$ cat src/rtl/thermistor_temperature_stats_macros.svh
// ----------------------------------------------------------------------------
// thermistor temperature stats - assertion macros
// shared property wrappers for the checks at the end of the top level
// ----------------------------------------------------------------------------
`ifndef THERMISTOR_TEMPERATURE_STATS_MACROS_SVH
`define THERMISTOR_TEMPERATURE_STATS_MACROS_SVH

// same-cycle implication, masked while reset is high
`define TTS_CHECK_IMP(label, ante, cons) \
   label: assert property (@(posedge clock) disable iff (reset) (ante) |-> (cons)) \
      else $error("tts check failed");

// condition that must hold in the cycle after a reset cycle
`define TTS_CHECK_AFTER_RESET(label, cons) \
   label: assert property (@(posedge clock) reset |=> (cons)) \
      else $error("tts reset check failed");

`endif

$ cat src/rtl/tts_pkg.sv
// ----------------------------------------------------------------------------
// tts_pkg
// widths, conversion tables and shared types of the thermistor stats block
// ----------------------------------------------------------------------------
package tts_pkg;

   localparam int TABLE_POINTS = 26;
   localparam int CODE_W       = 13;
   localparam int SEG_W        = 5;
   localparam int OFF_W        = 9;
   localparam int SPAN_W       = 5;
   localparam int PROD_W       = OFF_W + SPAN_W;
   localparam int DEN_W        = 9;
   localparam int NUM_W        = 16;
   localparam int DIV_W        = 15;
   localparam int TEMP_W       = 8;

   localparam int MAX_SENSORS_DEFAULT = 16;
   localparam int QUEUE_DEPTH_DEFAULT = 4;

   localparam logic [CODE_W-1:0] CODE_TOP    = 13'd4096;
   localparam logic [CODE_W-1:0] CODE_BOTTOM = 13'd261;

   // table codes, descending, point 0 is -50 C and point 25 is 100 C
   localparam logic [CODE_W-1:0] TAB_CODE [TABLE_POINTS] = '{
      13'd4096, 13'd3713, 13'd3602, 13'd3469, 13'd3313, 13'd3136, 13'd2939,
      13'd2726, 13'd2503, 13'd2275, 13'd2048, 13'd1828, 13'd1618, 13'd1424,
      13'd1245, 13'd1085, 13'd942,  13'd816,  13'd706,  13'd611,  13'd528,
      13'd458,  13'd397,  13'd344,  13'd299,  13'd261
   };

   // per segment (indexed by its lower-code point): code span
   localparam logic [DEN_W-1:0] SEG_DEN [TABLE_POINTS] = '{
      9'd1,   9'd383, 9'd111, 9'd133, 9'd156, 9'd177, 9'd197, 9'd213, 9'd223,
      9'd228, 9'd227, 9'd220, 9'd210, 9'd194, 9'd179, 9'd160, 9'd143, 9'd126,
      9'd110, 9'd95,  9'd83,  9'd70,  9'd61,  9'd53,  9'd45,  9'd38
   };

   // per segment: temperature span in degrees
   localparam logic [SPAN_W-1:0] SEG_SPAN [TABLE_POINTS] = '{
      5'd0, 5'd30, 5'd5, 5'd5, 5'd5, 5'd5, 5'd5, 5'd5, 5'd5, 5'd5, 5'd5, 5'd5,
      5'd5, 5'd5,  5'd5, 5'd5, 5'd5, 5'd5, 5'd5, 5'd5, 5'd5, 5'd5, 5'd5, 5'd5,
      5'd5, 5'd5
   };

   // per segment: lower-code point temperature times code span
   localparam logic signed [NUM_W-1:0] SEG_BASE [TABLE_POINTS] = '{
      16'sd0,    -16'sd7660, -16'sd1665, -16'sd1330, -16'sd780, 16'sd0,
      16'sd985,  16'sd2130,  16'sd3345,  16'sd4560,  16'sd5675, 16'sd6600,
      16'sd7350, 16'sd7760,  16'sd8055,  16'sd8000,  16'sd7865, 16'sd7560,
      16'sd7150, 16'sd6650,  16'sd6225,  16'sd5600,  16'sd5185, 16'sd4770,
      16'sd4275, 16'sd3800
   };

   typedef struct packed {
      logic [SEG_W-1:0] seg;
      logic [OFF_W-1:0] off;
      logic             below;
      logic             last;
   } work_type;

   typedef struct packed {
      logic full;
      logic empty;
   } queue_status_type;

   typedef struct packed {
      logic             start;
      logic [DIV_W-1:0] dividend;
      logic [DEN_W-1:0] divisor;
   } div_req_type;

   typedef struct packed {
      logic             done;
      logic [DIV_W-1:0] quotient;
   } div_rsp_type;

   typedef struct packed {
      logic signed [TEMP_W-1:0] temperature;
      logic                     below_table;
      logic                     scan_done;
      logic signed [TEMP_W-1:0] scan_average;
      logic signed [TEMP_W-1:0] scan_lowest;
      logic signed [TEMP_W-1:0] scan_highest;
   } result_type;

endpackage

$ cat src/rtl/tts_if.sv
// ----------------------------------------------------------------------------
// tts channel interfaces
// valid/ready channels for sensor codes in and temperature results out
// ----------------------------------------------------------------------------
interface tts_req_if;
   logic        valid;
   logic        ready;
   logic [15:0] adc_code;
   logic        last_sensor;

   modport source (output valid, output adc_code, output last_sensor, input ready);
   modport sink   (input valid, input adc_code, input last_sensor, output ready);
endinterface

interface tts_rsp_if;
   logic              valid;
   logic              ready;
   logic signed [7:0] temperature;
   logic              below_table;
   logic              scan_done;
   logic signed [7:0] scan_average;
   logic signed [7:0] scan_lowest;
   logic signed [7:0] scan_highest;

   modport source (output valid, output temperature, output below_table,
                   output scan_done, output scan_average, output scan_lowest,
                   output scan_highest, input ready);
   modport sink   (input valid, input temperature, input below_table,
                   input scan_done, input scan_average, input scan_lowest,
                   input scan_highest, output ready);
endinterface

$ cat src/rtl/tts_front.sv
// ----------------------------------------------------------------------------
// tts_front
// takes sensor codes, clamps them and finds their table segment
// ----------------------------------------------------------------------------
module tts_front (
   tts_req_if.sink             req_ch,
   input  logic                queue_full,
   output logic                push_valid,
   output tts_pkg::work_type   push_data
);
   import tts_pkg::*;

   logic [CODE_W-1:0] code_c;
   logic [SEG_W-1:0]  seg;
   logic [CODE_W-1:0] diff;

   assign req_ch.ready = !queue_full;
   assign push_valid   = req_ch.valid;

   always_comb begin
      code_c = (req_ch.adc_code > 16'(CODE_TOP)) ? CODE_TOP : req_ch.adc_code[CODE_W-1:0];
      // descending table: the smallest point not above the code wins
      seg = SEG_W'(TABLE_POINTS - 1);
      for (int i = TABLE_POINTS - 1; i >= 1; i--) begin
         if (code_c >= TAB_CODE[i]) begin
            seg = SEG_W'(i);
         end
      end
      diff = code_c - TAB_CODE[seg];
      push_data.seg   = seg;
      push_data.off   = diff[OFF_W-1:0];
      push_data.below = (code_c < CODE_BOTTOM);
      push_data.last  = req_ch.last_sensor;
   end

endmodule

$ cat src/rtl/tts_queue.sv
// ----------------------------------------------------------------------------
// tts_queue
// short fifo of classified items between front and back
// ----------------------------------------------------------------------------
module tts_queue #(
   parameter int DEPTH = tts_pkg::QUEUE_DEPTH_DEFAULT
) (
   input  logic                      clock,
   input  logic                      reset,
   input  logic                      push_valid,
   input  tts_pkg::work_type         push_data,
   output logic                      pop_valid,
   input  logic                      pop_ready,
   output tts_pkg::work_type         pop_data,
   output tts_pkg::queue_status_type status
);
   import tts_pkg::*;

   localparam int PTR_W  = (DEPTH > 1) ? $clog2(DEPTH) : 1;
   localparam int FILL_W = $clog2(DEPTH + 1);

   work_type           store_ff [DEPTH];
   logic [PTR_W-1:0]   wr_ptr_ff, wr_ptr_in;
   logic [PTR_W-1:0]   rd_ptr_ff, rd_ptr_in;
   logic [FILL_W-1:0]  fill_ff, fill_in;
   logic               do_push, do_pop;

   assign status.full  = (fill_ff == FILL_W'(DEPTH));
   assign status.empty = (fill_ff == '0);
   assign pop_valid    = !status.empty;
   assign pop_data     = store_ff[rd_ptr_ff];
   assign do_push      = push_valid && !status.full;
   assign do_pop       = pop_valid && pop_ready;

   always_comb begin
      wr_ptr_in = wr_ptr_ff;
      rd_ptr_in = rd_ptr_ff;
      fill_in   = fill_ff;
      if (do_push) begin
         wr_ptr_in = (wr_ptr_ff == PTR_W'(DEPTH - 1)) ? '0 : wr_ptr_ff + 1'b1;
      end
      if (do_pop) begin
         rd_ptr_in = (rd_ptr_ff == PTR_W'(DEPTH - 1)) ? '0 : rd_ptr_ff + 1'b1;
      end
      if (do_push && !do_pop) begin
         fill_in = fill_ff + 1'b1;
      end else if (do_pop && !do_push) begin
         fill_in = fill_ff - 1'b1;
      end
   end

   always_ff @(posedge clock) begin
      if (reset) begin
         wr_ptr_ff <= '0;
         rd_ptr_ff <= '0;
         fill_ff   <= '0;
      end else begin
         wr_ptr_ff <= wr_ptr_in;
         rd_ptr_ff <= rd_ptr_in;
         fill_ff   <= fill_in;
      end
   end

   always_ff @(posedge clock) begin
      if (do_push) begin
         store_ff[wr_ptr_ff] <= push_data;
      end
   end

endmodule

$ cat src/rtl/tts_div.sv
// ----------------------------------------------------------------------------
// tts_div
// serial restoring divider, one quotient bit per cycle
// ----------------------------------------------------------------------------
module tts_div (
   input  logic                 clock,
   input  logic                 reset,
   input  tts_pkg::div_req_type div_req,
   output tts_pkg::div_rsp_type div_rsp
);
   import tts_pkg::*;

   localparam int STEP_W = $clog2(DIV_W + 1);

   logic              busy_ff, busy_in;
   logic              done_ff, done_in;
   logic [STEP_W-1:0] step_ff, step_in;
   logic [DEN_W-1:0]  rem_ff, rem_in;
   logic [DIV_W-1:0]  quo_ff, quo_in;
   logic [DEN_W-1:0]  den_ff, den_in;
   logic [DEN_W:0]    trial;

   assign div_rsp.done     = done_ff;
   assign div_rsp.quotient = quo_ff;

   always_comb begin
      busy_in = busy_ff;
      done_in = 1'b0;
      step_in = step_ff;
      rem_in  = rem_ff;
      quo_in  = quo_ff;
      den_in  = den_ff;
      trial   = {rem_ff, quo_ff[DIV_W-1]};
      if (div_req.start) begin
         busy_in = 1'b1;
         step_in = STEP_W'(DIV_W);
         rem_in  = '0;
         quo_in  = div_req.dividend;
         den_in  = div_req.divisor;
      end else if (busy_ff) begin
         if (trial >= {1'b0, den_ff}) begin
            rem_in = DEN_W'(trial - {1'b0, den_ff});
            quo_in = {quo_ff[DIV_W-2:0], 1'b1};
         end else begin
            rem_in = trial[DEN_W-1:0];
            quo_in = {quo_ff[DIV_W-2:0], 1'b0};
         end
         step_in = step_ff - 1'b1;
         if (step_ff == STEP_W'(1)) begin
            busy_in = 1'b0;
            done_in = 1'b1;
         end
      end
   end

   always_ff @(posedge clock) begin
      if (reset) begin
         busy_ff <= 1'b0;
         done_ff <= 1'b0;
         step_ff <= '0;
      end else begin
         busy_ff <= busy_in;
         done_ff <= done_in;
         step_ff <= step_in;
      end
      rem_ff <= rem_in;
      quo_ff <= quo_in;
      den_ff <= den_in;
   end

endmodule

$ cat src/rtl/tts_back.sv
// ----------------------------------------------------------------------------
// tts_back
// interpolates each queued item, keeps scan statistics, drives results
// ----------------------------------------------------------------------------
module tts_back #(
   parameter int MAX_SENSORS = tts_pkg::MAX_SENSORS_DEFAULT
) (
   input  logic                 clock,
   input  logic                 reset,
   input  logic                 pop_valid,
   output logic                 pop_ready,
   input  tts_pkg::work_type    pop_data,
   output tts_pkg::div_req_type div_req,
   input  tts_pkg::div_rsp_type div_rsp,
   tts_rsp_if.source            rsp_ch
);
   import tts_pkg::*;

   localparam int SUM_W = $clog2(100 * MAX_SENSORS + 1) + 1;
   localparam int CNT_W = $clog2(MAX_SENSORS + 1);

   typedef enum logic [2:0] {
      ST_IDLE,
      ST_CONV,
      ST_WAIT_CONV,
      ST_STAT,
      ST_WAIT_AVG,
      ST_OUT
   } state_type;

   state_type                state_ff, state_in;
   work_type                 work_ff, work_in;
   logic                     neg_ff, neg_in;
   logic signed [TEMP_W-1:0] temp_ff, temp_in;
   logic signed [TEMP_W-1:0] avg_ff, avg_in;
   logic signed [SUM_W-1:0]  sum_ff, sum_in;
   logic [CNT_W-1:0]         count_ff, count_in;
   logic signed [TEMP_W-1:0] lo_ff, lo_in;
   logic signed [TEMP_W-1:0] hi_ff, hi_in;
   logic                     out_valid_ff, out_valid_in;
   result_type               out_ff, out_in;

   logic [PROD_W-1:0]        prod;
   logic signed [NUM_W-1:0]  num;
   logic [DIV_W-1:0]         num_abs;
   logic signed [SUM_W-1:0]  upd_sum;
   logic [CNT_W-1:0]         upd_count;
   logic signed [TEMP_W-1:0] upd_lo, upd_hi;
   logic signed [SUM_W-1:0]  sum_mag;
   logic signed [TEMP_W-1:0] q_signed;

   assign pop_ready            = (state_ff == ST_IDLE);
   assign rsp_ch.valid         = out_valid_ff;
   assign rsp_ch.temperature   = out_ff.temperature;
   assign rsp_ch.below_table   = out_ff.below_table;
   assign rsp_ch.scan_done     = out_ff.scan_done;
   assign rsp_ch.scan_average  = out_ff.scan_average;
   assign rsp_ch.scan_lowest   = out_ff.scan_lowest;
   assign rsp_ch.scan_highest  = out_ff.scan_highest;

   always_comb begin
      // interpolation numerator: base - span * offset
      prod    = PROD_W'(work_ff.off) * PROD_W'(SEG_SPAN[work_ff.seg]);
      num     = SEG_BASE[work_ff.seg] - NUM_W'($signed({1'b0, prod}));
      num_abs = num[NUM_W-1] ? DIV_W'(-num) : DIV_W'(num);

      // statistics after taking this temperature in, capped at the sensor limit
      upd_sum   = sum_ff;
      upd_count = count_ff;
      upd_lo    = lo_ff;
      upd_hi    = hi_ff;
      if (count_ff < CNT_W'(MAX_SENSORS)) begin
         if (count_ff == '0) begin
            upd_lo = temp_ff;
            upd_hi = temp_ff;
         end else begin
            if (temp_ff < lo_ff) upd_lo = temp_ff;
            if (temp_ff > hi_ff) upd_hi = temp_ff;
         end
         upd_sum   = sum_ff + SUM_W'(temp_ff);
         upd_count = count_ff + 1'b1;
      end
      sum_mag  = upd_sum[SUM_W-1] ? -upd_sum : upd_sum;
      q_signed = neg_ff ? -$signed(div_rsp.quotient[TEMP_W-1:0])
                        : $signed(div_rsp.quotient[TEMP_W-1:0]);

      state_in     = state_ff;
      work_in      = work_ff;
      neg_in       = neg_ff;
      temp_in      = temp_ff;
      avg_in       = avg_ff;
      sum_in       = sum_ff;
      count_in     = count_ff;
      lo_in        = lo_ff;
      hi_in        = hi_ff;
      out_valid_in = out_valid_ff && !rsp_ch.ready;
      out_in       = out_ff;
      div_req      = '0;

      case (state_ff)
         ST_IDLE: begin
            if (pop_valid) begin
               work_in  = pop_data;
               state_in = ST_CONV;
            end
         end
         ST_CONV: begin
            if (work_ff.below) begin
               temp_in  = '0;
               state_in = ST_STAT;
            end else begin
               div_req.start    = 1'b1;
               div_req.dividend = num_abs;
               div_req.divisor  = SEG_DEN[work_ff.seg];
               neg_in           = num[NUM_W-1];
               state_in         = ST_WAIT_CONV;
            end
         end
         ST_WAIT_CONV: begin
            if (div_rsp.done) begin
               temp_in  = q_signed;
               state_in = ST_STAT;
            end
         end
         ST_STAT: begin
            sum_in   = upd_sum;
            count_in = upd_count;
            lo_in    = upd_lo;
            hi_in    = upd_hi;
            if (work_ff.last) begin
               // count is at least one here: this item was just counted or the cap is full
               div_req.start    = 1'b1;
               div_req.dividend = DIV_W'($unsigned(sum_mag));
               div_req.divisor  = DEN_W'(upd_count);
               neg_in           = upd_sum[SUM_W-1];
               state_in         = ST_WAIT_AVG;
            end else begin
               state_in = ST_OUT;
            end
         end
         ST_WAIT_AVG: begin
            if (div_rsp.done) begin
               avg_in   = q_signed;
               state_in = ST_OUT;
            end
         end
         ST_OUT: begin
            if (!out_valid_ff || rsp_ch.ready) begin
               out_valid_in       = 1'b1;
               out_in.temperature = temp_ff;
               out_in.below_table = work_ff.below;
               out_in.scan_done   = work_ff.last;
               if (work_ff.last) begin
                  out_in.scan_average = avg_ff;
                  out_in.scan_lowest  = lo_ff;
                  out_in.scan_highest = hi_ff;
                  sum_in   = '0;
                  count_in = '0;
                  lo_in    = '0;
                  hi_in    = '0;
               end else begin
                  out_in.scan_average = '0;
                  out_in.scan_lowest  = '0;
                  out_in.scan_highest = '0;
               end
               state_in = ST_IDLE;
            end
         end
         default: begin
            state_in = ST_IDLE;
         end
      endcase
   end

   always_ff @(posedge clock) begin
      if (reset) begin
         state_ff     <= ST_IDLE;
         sum_ff       <= '0;
         count_ff     <= '0;
         lo_ff        <= '0;
         hi_ff        <= '0;
         out_valid_ff <= 1'b0;
      end else begin
         state_ff     <= state_in;
         sum_ff       <= sum_in;
         count_ff     <= count_in;
         lo_ff        <= lo_in;
         hi_ff        <= hi_in;
         out_valid_ff <= out_valid_in;
      end
      work_ff <= work_in;
      neg_ff  <= neg_in;
      temp_ff <= temp_in;
      avg_ff  <= avg_in;
      out_ff  <= out_in;
   end

endmodule

$ cat src/rtl/thermistor_temperature_stats.sv
// ----------------------------------------------------------------------------
// thermistor_temperature_stats
// thermistor code to degrees C with per-scan average, lowest and highest
// ----------------------------------------------------------------------------
// Each transfer on req_ch carries one converter code (0.1 mV steps) and a
// flag for the last sensor of a scan; each gives exactly one transfer on
// rsp_ch, in order. Codes are clamped to 4096, looked up in a 26-point table
// and linearly interpolated, truncating toward zero; codes under 261 give 0
// with below_table set. The closing item of a scan also carries the average,
// lowest and highest of up to MAX_SENSORS temperatures and clears the scan.
// The back part takes the next item only once the current result is
// registered, and a result waits while the previous one still waits for
// rsp_ch.ready; it uses the 15-step serial divider, shared by
// interpolation and averaging, and codes below the table skip the
// interpolation division. The front takes items at once while the queue
// (QUEUE_DEPTH entries) has room.
module thermistor_temperature_stats #(
   parameter int MAX_SENSORS = tts_pkg::MAX_SENSORS_DEFAULT,
   parameter int QUEUE_DEPTH = tts_pkg::QUEUE_DEPTH_DEFAULT
) (
   input  logic       clock,
   input  logic       reset,
   tts_req_if.sink    req_ch,
   tts_rsp_if.source  rsp_ch
);
   import tts_pkg::*;

   `include "thermistor_temperature_stats_macros.svh"

   // front to queue
   logic             push_valid;
   work_type         push_data;
   queue_status_type q_status;

   // queue to back
   logic             pop_valid;
   logic             pop_ready;
   work_type         pop_data;

   // back to shared divider
   div_req_type      div_req;
   div_rsp_type      div_rsp;

   // terms for the checks below
   logic             scan_fields_zero;
   logic             avg_between;
   logic             temp_in_range;

   // classify: clamp, range flag, table segment and offset
   tts_front u_front (
      .req_ch     (req_ch),
      .queue_full (q_status.full),
      .push_valid (push_valid),
      .push_data  (push_data)
   );

   // decoupling queue so intake and arithmetic stall independently
   tts_queue #(
      .DEPTH (QUEUE_DEPTH)
   ) u_queue (
      .clock      (clock),
      .reset      (reset),
      .push_valid (push_valid),
      .push_data  (push_data),
      .pop_valid  (pop_valid),
      .pop_ready  (pop_ready),
      .pop_data   (pop_data),
      .status     (q_status)
   );

   // one quotient bit a cycle
   tts_div u_div (
      .clock   (clock),
      .reset   (reset),
      .div_req (div_req),
      .div_rsp (div_rsp)
   );

   // interpolation, statistics and result register
   tts_back #(
      .MAX_SENSORS (MAX_SENSORS)
   ) u_back (
      .clock     (clock),
      .reset     (reset),
      .pop_valid (pop_valid),
      .pop_ready (pop_ready),
      .pop_data  (pop_data),
      .div_req   (div_req),
      .div_rsp   (div_rsp),
      .rsp_ch    (rsp_ch)
   );

   assign scan_fields_zero = (rsp_ch.scan_average == 8'sd0) &&
                             (rsp_ch.scan_lowest == 8'sd0) &&
                             (rsp_ch.scan_highest == 8'sd0);
   assign avg_between      = (rsp_ch.scan_lowest <= rsp_ch.scan_average) &&
                             (rsp_ch.scan_average <= rsp_ch.scan_highest);
   assign temp_in_range    = (rsp_ch.temperature >= -8'sd50) &&
                             (rsp_ch.temperature <= 8'sd100);

   // codes below the table must report a zero temperature
   `TTS_CHECK_IMP(a_below_zero, rsp_ch.valid && rsp_ch.below_table, rsp_ch.temperature == 8'sd0)

   // scan fields are zero unless the scan closes
   `TTS_CHECK_IMP(a_open_scan_zero, rsp_ch.valid && !rsp_ch.scan_done, scan_fields_zero)

   // a truncated mean lies between the extremes
   `TTS_CHECK_IMP(a_avg_bounded, rsp_ch.valid && rsp_ch.scan_done, avg_between)

   // interpolation stays inside the table's temperature range
   `TTS_CHECK_IMP(a_temp_range, rsp_ch.valid, temp_in_range)

   // no stale result survives a reset
   `TTS_CHECK_AFTER_RESET(a_reset_idle, !rsp_ch.valid)

endmodule
$ cat src/flat_wrapper.sv
// flat-port wrapper written by rule: the top's interface ports become plain ports
module thermistor_temperature_stats_flat import tts_pkg::*;
#(
   parameter int MAX_SENSORS = tts_pkg::MAX_SENSORS_DEFAULT,
   parameter int QUEUE_DEPTH = tts_pkg::QUEUE_DEPTH_DEFAULT
)
  (clock, reset, req_ch_valid, req_ch_adc_code, req_ch_last_sensor, req_ch_ready, rsp_ch_valid, rsp_ch_temperature, rsp_ch_below_table, rsp_ch_scan_done, rsp_ch_scan_average, rsp_ch_scan_lowest, rsp_ch_scan_highest, rsp_ch_ready);
  tts_req_if req_ch_i ();
  tts_rsp_if rsp_ch_i ();
  input  logic clock;
  input  logic reset;
  input wire logic [$bits(req_ch_i.valid)-1:0] req_ch_valid;
  input wire logic [$bits(req_ch_i.adc_code)-1:0] req_ch_adc_code;
  input wire logic [$bits(req_ch_i.last_sensor)-1:0] req_ch_last_sensor;
  output wire logic [$bits(req_ch_i.ready)-1:0] req_ch_ready;
  output wire logic [$bits(rsp_ch_i.valid)-1:0] rsp_ch_valid;
  output wire logic [$bits(rsp_ch_i.temperature)-1:0] rsp_ch_temperature;
  output wire logic [$bits(rsp_ch_i.below_table)-1:0] rsp_ch_below_table;
  output wire logic [$bits(rsp_ch_i.scan_done)-1:0] rsp_ch_scan_done;
  output wire logic [$bits(rsp_ch_i.scan_average)-1:0] rsp_ch_scan_average;
  output wire logic [$bits(rsp_ch_i.scan_lowest)-1:0] rsp_ch_scan_lowest;
  output wire logic [$bits(rsp_ch_i.scan_highest)-1:0] rsp_ch_scan_highest;
  input wire logic [$bits(rsp_ch_i.ready)-1:0] rsp_ch_ready;
  assign req_ch_i.valid = req_ch_valid;
  assign req_ch_i.adc_code = req_ch_adc_code;
  assign req_ch_i.last_sensor = req_ch_last_sensor;
  assign req_ch_ready = req_ch_i.ready;
  assign rsp_ch_valid = rsp_ch_i.valid;
  assign rsp_ch_temperature = rsp_ch_i.temperature;
  assign rsp_ch_below_table = rsp_ch_i.below_table;
  assign rsp_ch_scan_done = rsp_ch_i.scan_done;
  assign rsp_ch_scan_average = rsp_ch_i.scan_average;
  assign rsp_ch_scan_lowest = rsp_ch_i.scan_lowest;
  assign rsp_ch_scan_highest = rsp_ch_i.scan_highest;
  assign rsp_ch_i.ready = rsp_ch_ready;
  thermistor_temperature_stats #(.MAX_SENSORS(MAX_SENSORS), .QUEUE_DEPTH(QUEUE_DEPTH)) u_core (.clock(clock), .reset(reset), .req_ch(req_ch_i), .rsp_ch(rsp_ch_i));
endmodule
$ cat config.mk
export PLATFORM = sky130hd
export DESIGN_NAME = thermistor_temperature_stats_flat
export DESIGN_NICKNAME = d
export VERILOG_FILES = /design/src/rtl/tts_pkg.sv /design/src/rtl/tts_if.sv /design/src/rtl/tts_front.sv /design/src/rtl/tts_queue.sv /design/src/rtl/tts_div.sv /design/src/rtl/tts_back.sv /design/src/rtl/thermistor_temperature_stats.sv /design/src/flat_wrapper.sv
export VERILOG_INCLUDE_DIRS = /design/src /design/src/rtl
export SDC_FILE = /design/constraint.sdc
export NUM_CORES = 1
export LEC_CHECK = 0
export BUFFER_PORTS_ARGS = -buffer_cell sky130_fd_sc_hd__buf_2
export CORE_MARGIN = 4
export CORE_UTILIZATION = 65
export DETAILED_ROUTE_END_ITERATION = 10
export MAX_ROUTING_LAYER = met4
export PLACE_DENSITY = 0.86
export SYNTH_ARGS = -nofsm -noshare
export SYNTH_HDL_FRONTEND = slang
export SYNTH_SLANG_ARGS = --single-unit
$ cat constraint.sdc
create_clock -name clock -period 16.2 [get_ports clock]
set_input_delay 1.62 -clock clock [delete_from_list [all_inputs] [get_ports clock]]
set_output_delay 1.62 -clock clock [all_outputs]
set_load 0.005 [all_outputs]
==> results by group, run 1 <==
CTS
  – Cts bufs inserted: 22
  – Buffers inserted by post-CTS timing repair: 0
  – Clock network latency to the later pin of the worst-skew pair: 0.51 ns
  – Hold_buf cts: 0
  – CTS root buf: sky130_fd_sc_hd__clkbuf_16
  – Post-cts gate resize count: 0
  – H-Tree Level Count: 1
  – TritonCTS clock tree: done
  – Clk sink count: 214
  – Clock tree buffer depth: 3
  – Clock-pin slew on the worst setup and hold paths: 0.06 ns

GRT
  – Via count of the first global-routing pass: 11200
  – Antenna violations before repair: 0
  – First-pass GRT wire length: 54400 microns
  – Pin count of the biggest net entering global routing: 51
  – Global-route usage over all layers: 27.6%
  – Total gr overflow: 0

Drt
  – Vias/cell: 6.29
  – DRC: 0
  – Via count of the routed design: 11400
  – Pre-antenna DRT Iters: 7
  – Final ANT Viol Nets: 0
  – Total Routed Length: 33400 microns
  – Routed wirelength normalized by instance count: 18.4 microns
  – Starting DRC count in detailed routing: 1072

Place
  – IO Port Bufs: 56
  – Final Wtd Congestion: 0.977
  – HPWL Detailed: 23700 microns
  – Total instance count after detailed placement: 1775

Synthesis
  – Number of synthesized register bits: 214
  – Cells after synthesis: 1508
  – Synth Warn #: 0
  – Most common cell in the synthesized netlist: sky130_fd_sc_hd__nor2_1
  – Share of Yosys cell area claimed by the top area cell type: 32.0%
  – FFs w/ async S/R, synth: 0%
  – Netlist area before placement: 14600 sq um
  – Synth unique cells: 89
  – Most numerous cell types in the synthesized netlist: 162 x sky130_fd_sc_hd__nor2_1, 155 x sky130_fd_sc_hd__edfxtp_1, 106 x sky130_fd_sc_hd__ha_1
  – Ranking of synthesized cells by area: sky130_fd_sc_hd__edfxtp_1 32%, sky130_fd_sc_hd__ha_1 9.1%, sky130_fd_sc_hd__dfxtp_1 8.1%, sky130_fd_sc_hd__nor2_1 4.2%, sky130_fd_sc_hd__a21oi_1 3.5%
  – Biggest area consumer among synthesized cells: sky130_fd_sc_hd__edfxtp_1
  – Seq/Total Area, Yosys: 40.1%
  – Post-synth EDFFs: 155
  – Most frequently used flop master after synthesis: sky130_fd_sc_hd__edfxtp_1
  – Mean cell area of the mapped netlist: 9.66 sq um
  – Synthesized netlist net count: 1660

Die
  – Core Rows: 54
  – Horizontal die dimension: 158 microns
  – Initial core utilization: 66.3%
  – Die Height: 158 microns
  – Boundary pin count: 57
  – Core region area: 22000 sq um
  – Total Die Area: 24900 sq um

STA
  – Count of final max-slew check failures: 0
  – Highest clock rate: 0.123 GHz
  – Actual transition at the worst max-transition pin: 1.20 ns
  – Worst clock skew: 0.0178 ns
  – Final Hold Slack: 0.501 ns
  – Finish-stage setup viols: 0
  – Max-slew headroom at the worst pin: 20.0%
  – Setup repair after global routing missed its margin: false
  – Setup TNS: 0 ns
  – Min Clock Period, post-route: 8.14 ns
  – Ratio of final minimum period to clock period: 50.3%
  – Final Hold Fails: 0

Finish
  – Antenna cells: 0
  – Final design utilization: 71.1%
  – Synthesis-to-layout area growth: 7.21%
  – Number of nets in the finished design: 1671
  – Fill cells: 1549
  – Final cell count without fillers: 1814
  – Fraction of layout cells with a size suffix above 1: 8.67%

Worst setup path
  – Critical Path AT: 8.40 ns
  – Critical path startpoint category: register
  – R2r startpoint: u_core.u_back.work_ff[11]
  – Worst R2R Setup Slack: 8.06 ns
  – Delay of the slowest cell on the worst path: 0.87 ns
  – Launch point of the critical path: u_core.u_back.work_ff[11]
  – WP data required: 16.46 ns
  – Crit path max fanout: 11
  – Worst reg-to-reg path cell count: 26
  – Most common cell on crit path: sky130_fd_sc_hd__o21ai_0
  – Type of the worst setup path: register to register
  – Critical path capture point type: register
  – Sum of buffers and inverters on the critical path: 3
  – Crit. path cell count: 26
  – Worst reg2reg path endpoint: u_core.u_div.quo_ff[10]
  – Crit-path slowest cell: sky130_fd_sc_hd__a211oi_1
  – Top cell family by delay on the critical path: adder cells

Worst hold path
  – Worst Hold Launch: u_core.u_back.lo_ff[5]
  – Hold Path Depth: 2
  – Worst min-delay path class: register to register
  – Hold path endpoint: u_core.u_back.lo_ff[5]

Flow run
  – Count of max-cap constraint violations: 0

Outcome
  – Run status: finished clean
==> final cells by class <==
| class | count | area (sq um) | area share, % |
|---|---|---|---|
| clock inverters | 9 | 82.6 | 0.529 |
| flip-flops and latches | 214 | 5840 | 37.4 |
| clock buffers | 30 | 581 | 3.72 |
| well taps | 280 | 350 | 2.24 |
| inverters | 99 | 374 | 2.40 |
| repair buffers | 66 | 355 | 2.28 |
| multi-input cells | 1116 | 8030 | 51.5 |
==> sequential cells by signal, summed over array words and instances, names as in the netlist, 3 cells and up <==
| register | cells |
|---|---|
| u_core.u_back.avg_ff | 8 |
| u_core.u_back.count_ff | 5 |
| u_core.u_back.hi_ff | 8 |
| u_core.u_back.lo_ff | 8 |
| u_core.u_back.rsp_ch.scan_average | 8 |
| u_core.u_back.rsp_ch.scan_highest | 8 |
| u_core.u_back.rsp_ch.scan_lowest | 8 |
| u_core.u_back.rsp_ch.temperature | 8 |
| u_core.u_back.state_ff | 3 |
| u_core.u_back.sum_ff | 12 |
| u_core.u_back.temp_ff | 8 |
| u_core.u_back.work_ff | 16 |
| u_core.u_div.den_ff | 9 |
| u_core.u_div.quo_ff | 15 |
| u_core.u_div.rem_ff | 9 |
| u_core.u_div.step_ff | 4 |
| u_core.u_queue.fill_ff | 3 |
| u_core.u_queue.store_ff | 64 |
==> per-stage QoR <==
stage | cell area (sq um) | worst slack, ns
2_1_floorplan | 14600 | 9.20
3_3_place_gp | 14900 | 8.69
3_5_place_dp | 14900 | 8.27
4_1_cts | 15600 | 8.25
5_1_grt | 15600 | 7.39
6_report | 15600 | 8.06
==> kinds of logic (layout without fill, tap and decap cells) <==
| group | Yosys count | in the layout | synth area share, % |
|---|---|---|---|
| buffers and inverters | 178 | 204 | 4.76 |
| adder cells (fa/ha/maj) | 132 | 132 | 12.6 |
| AND/OR/NAND/NOR | 497 | 497 | 16.9 |
| XOR/XNOR | 79 | 79 | 4.75 |
| flip-flops | 214 | 214 | 40.1 |
| multiplexers | 49 | 49 | 4.75 |
| AO/OA/AOI/OAI | 359 | 359 | 16.2 |
==> layout by cell type, fill, tap and decap left out, drive strengths merged, types with 28 or more instances in the layout <==
cell type and n:
nor2 163, edfxtp 155, ha 106, a21oi 103, nand2 98, inv 97, o21ai 86, buf 66
dfxtp 59, xnor2 44, nor2b 43, xor2 35, nand3 34, mux2i 32, nor3 30, clkbuf 30
and2 28
==> routing by layer <==
layer	wire length, microns	GRT usage (%)	vias up	share of wire, %
met5	0	-	-	0
met4	1210	9.30	0	3.6
met3	2000	3.47	108	6.0
met2	16700	47.3	422	50
met1	13400	33.9	5429	40
li1	-	-	5455	-
==> worst min-delay path, cell delays in order, from the launching register on <==
cell	delay, ns
sky130_fd_sc_hd__dfxtp_1	0.32
sky130_fd_sc_hd__mux2i_1	0.07
sky130_fd_sc_hd__nor2_1	0.08
==> worst max-delay path by stage <==
| stage | to | slack, ns |
|---|---|---|
| global route | u_core.u_div.quo_ff[10] | 7.39 |
| detailed placement | u_core.u_div.quo_ff[10] | 8.27 |
| floorplan | u_core.u_div.quo_ff[10] | 9.20 |
| global placement | u_core.u_div.quo_ff[10] | 8.69 |
| finish | u_core.u_div.quo_ff[10] | 8.06 |
| CTS | u_core.u_div.quo_ff[10] | 8.25 |
Power of run 1 is not shown: default switching activity piles up to over one toggle a cycle in this logic, so the estimate is an artifact.
==> run 2: changes to the inputs <==
--- a/config.mk
+++ b/config.mk
@@ -6,12 +6,13 @@
 export SDC_FILE = /design/constraint.sdc
 export NUM_CORES = 1
 export LEC_CHECK = 0
+export ABC_AREA = 1
 export BUFFER_PORTS_ARGS = -buffer_cell sky130_fd_sc_hd__buf_2
 export CORE_MARGIN = 4
-export CORE_UTILIZATION = 65
+export CORE_UTILIZATION = 63
 export DETAILED_ROUTE_END_ITERATION = 10
 export MAX_ROUTING_LAYER = met4
-export PLACE_DENSITY = 0.86
+export PLACE_DENSITY = 0.84
 export SYNTH_ARGS = -nofsm -noshare
 export SYNTH_HDL_FRONTEND = slang
 export SYNTH_SLANG_ARGS = --single-unit
==> constraint.sdc (replaced) <==
create_clock -name clock -period 7.5 [get_ports clock]
set_input_delay 0.75 -clock clock [delete_from_list [all_inputs] [get_ports clock]]
set_output_delay 0.75 -clock clock [all_outputs]
set_load 0.005 [all_outputs]
==> results by group, run 2 <==
Finish
  – Fraction of layout cells with a size suffix above 1: 8.39% (was 8.67%)
  – Multi-input logic area: 7270 sq um (was 8030 sq um)
  – Synthesis-to-layout area growth: 8.44% (was 7.21%)
  – Number of nets in the finished design: 1960 (was 1671)
  – Biggest register: u_core.u_queue.store_ff (unchanged)
  – Total area of sequential cells: 5840 sq um (unchanged)
  – Most frequent standard cell in the layout excluding fill and tap cells: sky130_fd_sc_hd__inv_1 (was sky130_fd_sc_hd__nor2_1)
  – Fill cells: 1776 (was 1549)
  – Antenna cells: 0 (unchanged)
  – Largest registers: u_core.u_queue.store_ff x64, u_core.u_back.work_ff x16, u_core.u_div.quo_ff x15 (unchanged)
  – Flip-flop count of the largest register after layout: 64 (unchanged)
  – Top library cells by usage in the layout, fill and taps aside: 288 x sky130_fd_sc_hd__inv_1, 266 x sky130_fd_sc_hd__nand2_1, 208 x sky130_fd_sc_hd__nor2_1, 155 x sky130_fd_sc_hd__edfxtp_1, 145 x sky130_fd_sc_hd__o21ai_0 (was 162 x sky130_fd_sc_hd__nor2_1, 155 x sky130_fd_sc_hd__edfxtp_1, 106 x sky130_fd_sc_hd__ha_1, 103 x sky130_fd_sc_hd__a21oi_1, 96 x sky130_fd_sc_hd__nand2_1)

Worst setup path
  – Worst reg2reg path endpoint: u_core.u_div.quo_ff[5] (was u_core.u_div.quo_ff[10])
  – Delay of the slowest cell on the worst path: 0.54 ns (was 0.87 ns)
  – Critical Path AT: 7.03 ns (was 8.40 ns)
  – Crit-path slowest cell: sky130_fd_sc_hd__fa_1 (was sky130_fd_sc_hd__a211oi_1)
  – Crit. path cell count: 32 (was 26)
  – Crit path max fanout: 13 (was 11)
  – Endpoint of the worst setup timing path: u_core.u_div.quo_ff[5] (was u_core.u_div.quo_ff[10])
  – WP data required: 7.75 ns (was 16.46 ns)
  – Sum of buffers and inverters on the critical path: 8 (was 3)
  – Worst R2R Setup Slack: 0.72 ns (was 8.06 ns)
  – Top cell family by delay on the critical path: adder cells (unchanged)
  – R2r startpoint: u_core.u_back.work_ff[11] (unchanged)
  – Launch point of the critical path: u_core.u_back.work_ff[11] (unchanged)
  – Worst reg-to-reg path cell count: 32 (was 26)
  – Critical path startpoint category: register (unchanged)
  – Most common cell on crit path: sky130_fd_sc_hd__inv_1 (was sky130_fd_sc_hd__o21ai_0)
  – Type of the worst setup path: register to register (unchanged)
  – Critical path capture point type: register (unchanged)

CTS
  – Clock tree buffer depth: 3 (unchanged)
  – Cts bufs inserted: 22 (unchanged)
  – Clk sink count: 214 (unchanged)
  – Hold_buf cts: 0 (unchanged)
  – Post-cts gate resize count: 0 (unchanged)
  – Clock-pin slew on the worst setup and hold paths: 0.07 ns (was 0.06 ns)
  – Clock network latency to the later pin of the worst-skew pair: 0.52 ns (was 0.51 ns)
  – Buffers inserted by post-CTS timing repair: 0 (unchanged)
  – H-Tree Level Count: 1 (unchanged)
  – CTS root buf: sky130_fd_sc_hd__clkbuf_16 (unchanged)
  – TritonCTS clock tree: done (unchanged)

Worst hold path
  – Worst min-delay path class: primary input to register (was register to register)

Die
  – Horizontal die dimension: 159 microns (was 158 microns)
  – Initial core utilization: 63.8% (was 66.3%)
  – Core region area: 22600 sq um (was 22000 sq um)
  – Boundary pin count: 57 (unchanged)
  – Total Die Area: 25300 sq um (was 24900 sq um)
  – Core Rows: 55 (was 54)
  – Die Height: 159 microns (was 158 microns)

Synthesis
  – Post-synth EDFFs: 155 (unchanged)
  – Biggest area consumer among synthesized cells: sky130_fd_sc_hd__edfxtp_1 (unchanged)
  – Most numerous cell types in the synthesized netlist: 288 x sky130_fd_sc_hd__inv_1, 266 x sky130_fd_sc_hd__nand2_1, 214 x sky130_fd_sc_hd__nor2_1 (was 162 x sky130_fd_sc_hd__nor2_1, 155 x sky130_fd_sc_hd__edfxtp_1, 106 x sky130_fd_sc_hd__ha_1)
  – Netlist area before placement: 14400 sq um (was 14600 sq um)
  – Cells after synthesis: 1764 (was 1508)
  – Most common cell in the synthesized netlist: sky130_fd_sc_hd__inv_1 (was sky130_fd_sc_hd__nor2_1)
  – Seq/Total Area, Yosys: 40.5% (was 40.1%)
  – Number of synthesized register bits: 214 (unchanged)
  – Synth Warn #: 0 (unchanged)
  – Share of Yosys cell area claimed by the top area cell type: 32.3% (was 32.0%)
  – Most frequently used flop master after synthesis: sky130_fd_sc_hd__edfxtp_1 (unchanged)
  – Mean cell area of the mapped netlist: 8.16 sq um (was 9.66 sq um)
  – FFs w/ async S/R, synth: 0% (unchanged)
  – Ranking of synthesized cells by area: sky130_fd_sc_hd__edfxtp_1 32%, sky130_fd_sc_hd__ha_1 9.2%, sky130_fd_sc_hd__dfxtp_1 8.2%, sky130_fd_sc_hd__inv_1 7.5%, sky130_fd_sc_hd__nand2_1 6.9% (was sky130_fd_sc_hd__edfxtp_1 32%, sky130_fd_sc_hd__ha_1 9.1%, sky130_fd_sc_hd__dfxtp_1 8.1%, sky130_fd_sc_hd__nor2_1 4.2%, sky130_fd_sc_hd__a21oi_1 3.5%)
  – Synthesized netlist net count: 1916 (was 1660)
  – Synth unique cells: 61 (was 89)

STA
  – Ratio of final minimum period to clock period: 90.4% (was 50.3%)
  – Highest clock rate: 0.147 GHz (was 0.123 GHz)
  – Worst clock skew: 0.0238 ns (was 0.0178 ns)
  – Min Clock Period, post-route: 6.78 ns (was 8.14 ns)
  – Setup repair after global routing missed its margin: false (unchanged)
  – Actual transition at the worst max-transition pin: 0.992 ns (was 1.20 ns)
  – Count of final max-slew check failures: 0 (unchanged)
  – Final Hold Fails: 0 (unchanged)
  – Finish-stage setup viols: 0 (unchanged)
  – Max-slew headroom at the worst pin: 33.8% (was 20.0%)
  – Setup TNS: 0 ns (unchanged)

Drt
  – Routed wirelength normalized by instance count: 16.3 microns (was 18.4 microns)
  – Final ANT Viol Nets: 0 (unchanged)
  – Total Routed Length: 34300 microns (was 33400 microns)
  – DRC: 0 (unchanged)
  – Starting DRC count in detailed routing: 904 (was 1072)
  – Vias/cell: 5.74 (was 6.29)
  – Via count of the routed design: 12100 (was 11400)
  – Pre-antenna DRT Iters: 6 (was 7)

Place
  – IO Port Bufs: 56 (unchanged)
  – HPWL Detailed: 25800 microns (was 23700 microns)
  – Final Wtd Congestion: 0.968 (was 0.977)

GRT
  – Total gr overflow: 0 (unchanged)
  – First-pass GRT wire length: 56700 microns (was 54400 microns)
  – Pin count of the biggest net entering global routing: 36 (was 51)
  – Global-route usage over all layers: 27.4% (was 27.6%)
  – Antenna violations before repair: 0 (unchanged)
  – Via count of the first global-routing pass: 11600 (was 11200)

Flow run
  – Count of max-cap constraint violations: 0 (unchanged)

Outcome
  – Run status: finished clean (unchanged)
-- run 2: changes by cell type after synthesis, sizes merged, moves of 24 or more --
cell,change
inv,+202
a21oi,+40
nand2b,-27
xnor2,-33
nand2,+185
nor2b,-43
and2,-27
clkbuf,-25
a21o,-24
o21ai,+65
mux2i,-32
nor2,+63
-- run 2: kinds of logic after synthesis --
family	share of synthesized area (%)
AOI/OAI and AO/OA	17.0
and+or+nand+nor	17.6
adders and majority gates	12.7
xor gates and xnor gates	3.09
DFF	40.5
buffers and inverters	9.15
-- run 2: layout make-up --
cell class	count	share of cell area (%)
clock buffer	31	3.81
clock inverter	8	0.505
sequential	214	37.4
inverter	301	7.24
timing repair buffer	65	2.23
tap	285	2.28
multi-input combinational	1204	46.6
-- run 2: per-layer routing --
metal	vias to the layer above	part of all wire, %	track usage [%]
li1	5977	-	-
met1	5646	42	34.1
met2	398	51	47.8
met3	75	4.9	2.69
met4	0	2.8	8.32
met5	-	0	-
-- run 2: stage by stage --
step	hold slack [ns]	setup WS [ns]	area (sq um)	instances	utilization [%]
4_1_cts	0.457	0.564	15600	2108	69.2
3_5_place_dp	0.473	0.558	14900	2069	66.2
3_3_place_gp	0.469	0.853	14900	2069	66.2
2_1_floorplan	0.424	1.28	14400	1764	-
5_1_grt	0.474	0.111	15600	2108	69.2
6_report	0.473	0.717	15600	2108	69.2
-- run 2: worst min path at each step --
| stage | slack, ns | endpoint | depth (start not counted) | startpoint |
|---|---|---|---|---|
| 2_1_floorplan | 0.42 | u_core.u_back.rsp_ch.scan_done | 0 | u_core.u_back.work_ff[0] |
| 3_3_place_gp | 0.47 | u_core.u_back.sum_ff[9] | 2 | u_core.u_back.sum_ff[9] |
| 3_5_place_dp | 0.47 | u_core.u_back.sum_ff[2] | 2 | u_core.u_back.sum_ff[2] |
| 4_1_cts | 0.46 | u_core.u_queue.store_ff[0][0] | 1 | req_ch_last_sensor |
| 5_1_grt | 0.47 | u_core.u_queue.store_ff[0][0] | 1 | req_ch_last_sensor |
| 6_report | 0.47 | u_core.u_queue.store_ff[0][0] | 1 | req_ch_last_sensor |
-- run 2: worst reg2reg max path, delay by kind of cell, from the launching register on --
kind,cells,cell delay [ns]
AO/OA/AOI/OAI,9,1.49
XOR/XNOR,1,0.16
buffers and inverters,8,0.77
adder cells (fa/ha/maj),6,2.34
AND/OR/NAND/NOR,8,1.22
flip-flops,1,0.53
Power of run 2 is left out for the same reason.
==> run 3: changes to the inputs <==
--- a/config.mk
+++ b/config.mk
@@ -8,6 +8,7 @@
 export LEC_CHECK = 0
 export ABC_AREA = 1
 export BUFFER_PORTS_ARGS = -buffer_cell sky130_fd_sc_hd__buf_2
+export CORE_ASPECT_RATIO = 0.8
 export CORE_MARGIN = 4
 export CORE_UTILIZATION = 63
 export DETAILED_ROUTE_END_ITERATION = 10
==> results by group, run 3 (synthesized netlist as in run 2, its figures left out) <==
Die
  – Horizontal die dimension: 177 microns (was 159 microns)
  – Total Die Area: 25400 sq um (was 25300 sq um)
  – Boundary pin count: 57 (unchanged)
  – Die Height: 143 microns (was 159 microns)
  – Core Rows: 49 (was 55)
  – Core region area: 22500 sq um (was 22600 sq um)
  – Initial core utilization: 64.0% (was 63.8%)

Worst setup path
  – WP data required: 7.69 ns (was 7.75 ns)
  – Critical Path AT: 7.24 ns (was 7.03 ns)
  – Crit path max fanout: 10 (was 13)
  – Top cell family by delay on the critical path: adder cells (unchanged)
  – Delay of the slowest cell on the worst path: 0.54 ns (about the same)
  – Type of the worst setup path: register to register (unchanged)
  – Sum of buffers and inverters on the critical path: 9 (was 8)
  – Most common cell on crit path: sky130_fd_sc_hd__inv_1 (unchanged)
  – Critical path startpoint category: register (unchanged)
  – Crit-path slowest cell: sky130_fd_sc_hd__fa_1 (unchanged)
  – Critical path capture point type: register (unchanged)
  – Worst R2R Setup Slack: 0.45 ns (was 0.72 ns)

CTS
  – Cts bufs inserted: 20 (was 22)
  – TritonCTS clock tree: done (unchanged)
  – CTS root buf: sky130_fd_sc_hd__clkbuf_16 (unchanged)
  – Clock-pin slew on the worst setup and hold paths: 0.07 ns (about the same)
  – Clk sink count: 214 (unchanged)
  – Hold_buf cts: 0 (unchanged)
  – Clock network latency to the later pin of the worst-skew pair: 0.49 ns (was 0.52 ns)
  – H-Tree Level Count: 1 (unchanged)
  – Clock tree buffer depth: 3 (unchanged)

Drt
  – Routed wirelength normalized by instance count: 17.1 microns (was 16.3 microns)
  – Final ANT Viol Nets: 0 (unchanged)
  – Vias/cell: 5.87 (was 5.74)
  – DRC: 0 (unchanged)
  – Pre-antenna DRT Iters: 6 (unchanged)
  – Total Routed Length: 36500 microns (was 34300 microns)
  – Via count of the routed design: 12500 (was 12100)
  – Starting DRC count in detailed routing: 1335 (was 904)

GRT
  – First-pass GRT wire length: 59000 microns (was 56700 microns)
  – Global-route usage over all layers: 29.4% (was 27.4%)
  – Antenna violations before repair: 2 (was 0)
  – Via count of the first global-routing pass: 11900 (was 11600)
  – Total gr overflow: 0 (unchanged)
  – Pin count of the biggest net entering global routing: 36 (unchanged)

STA
  – Least setup slack across all paths after layout: 0.454 ns (was 0.717 ns)
  – Worst clock skew: 0.0130 ns (was 0.0238 ns)
  – Ratio of final minimum period to clock period: 93.9% (was 90.4%)
  – Final Hold Fails: 0 (unchanged)
  – Actual transition at the worst max-transition pin: 0.976 ns (was 0.992 ns)
  – Max-slew headroom at the worst pin: 34.5% (was 33.8%)
  – Min Clock Period, post-route: 7.05 ns (was 6.78 ns)
  – Count of final max-slew check failures: 0 (unchanged)
  – Highest clock rate: 0.142 GHz (was 0.147 GHz)
  – Setup TNS: 0 ns (unchanged)
  – Setup repair after global routing missed its margin: false (unchanged)
  – Finish-stage setup viols: 0 (unchanged)

Finish
  – Fraction of layout cells with a size suffix above 1: 8.88% (was 8.39%)
  – Synthesis-to-layout area growth: 9.27% (was 8.44%)
  – Largest registers: u_core.u_queue.store_ff x64, u_core.u_back.work_ff x16, u_core.u_div.quo_ff x15 (unchanged)
  – Most frequent standard cell in the layout excluding fill and tap cells: sky130_fd_sc_hd__inv_1 (unchanged)
  – Flip-flop count of the largest register after layout: 64 (unchanged)
  – Number of nets in the finished design: 1962 (was 1960)
  – Top library cells by usage in the layout, fill and taps aside: 288 x sky130_fd_sc_hd__inv_1, 266 x sky130_fd_sc_hd__nand2_1, 209 x sky130_fd_sc_hd__nor2_1, 155 x sky130_fd_sc_hd__edfxtp_1, 145 x sky130_fd_sc_hd__o21ai_0 (was 288 x sky130_fd_sc_hd__inv_1, 266 x sky130_fd_sc_hd__nand2_1, 208 x sky130_fd_sc_hd__nor2_1, 155 x sky130_fd_sc_hd__edfxtp_1, 145 x sky130_fd_sc_hd__o21ai_0)
  – Biggest register: u_core.u_queue.store_ff (unchanged)

Place
  – HPWL Detailed: 27000 microns (was 25800 microns)
  – IO Port Bufs: 56 (unchanged)
  – Worst slack at placement: 0.470 ns (was 0.558 ns)
  – Final Wtd Congestion: 0.977 (was 0.968)

Worst hold path
  – Worst min-delay path class: primary input to register (unchanged)

Outcome
  – Run status: finished clean (unchanged)

Flow run
  – Count of max-cap constraint violations: 0 (unchanged)
[run 3: cell count changes in the layout (fill, tap and decap cells not counted), sizes merged]
cell	delta
inv	+2
clkbuf	-4
bufinv	+2
diode	+1
clkinv	-3
buf	+4
[run 3: final timing paths]
kind                        startpoint                             to  cells past startpoint
min reg2reg     u_core.u_div.rem_ff[3]         u_core.u_div.rem_ff[3]                      2
min                 req_ch_last_sensor  u_core.u_queue.store_ff[1][0]                      1
max          u_core.u_back.work_ff[11]         u_core.u_div.quo_ff[7]                     34
max reg2reg  u_core.u_back.work_ff[11]         u_core.u_div.quo_ff[7]                     34
[run 3: per-stage QoR]
step / cells / hold WS [ns] / area [sq um] / util [%]
2_1_floorplan: 1764 / 0.424 / 14400 / -
3_3_place_gp: 2094 / 0.467 / 15000 / 66.6
3_5_place_dp: 2094 / 0.474 / 15000 / 66.6
4_1_cts: 2130 / 0.457 / 15700 / 69.9
5_1_grt: 2131 / 0.464 / 15700 / 69.9
6_report: 2131 / 0.468 / 15700 / 69.9
[run 3: area by class of cell]
type / instances / area, sq um
multi-input cells: 1204 / 7270
fillers: 1745 / 6770
flip-flops and latches: 214 / 5840
inverters: 301 / 1130
clock buffers: 27 / 611
well taps: 306 / 383
repair buffers: 69 / 378
clock inverters: 9 / 126
diodes: 1 / 2.50
[run 3: what timing repair did]
item                       4_1_cts  5_1_grt
setup endpoints to repair        0        7
resized for setup                0        2
buffers inserted                 0        0
[run 3: metal layers]
metal	part of all wire (%)	vias up	track usage [%]	wire (microns)
li1	-	5980	-	-
met1	44	5857	41.1	15900
met2	45	587	45.1	16300
met3	9.1	93	4.82	3330
met4	2.7	0	8.02	988
met5	0	-	-	0
Power of run 3 is left out for the same reason.
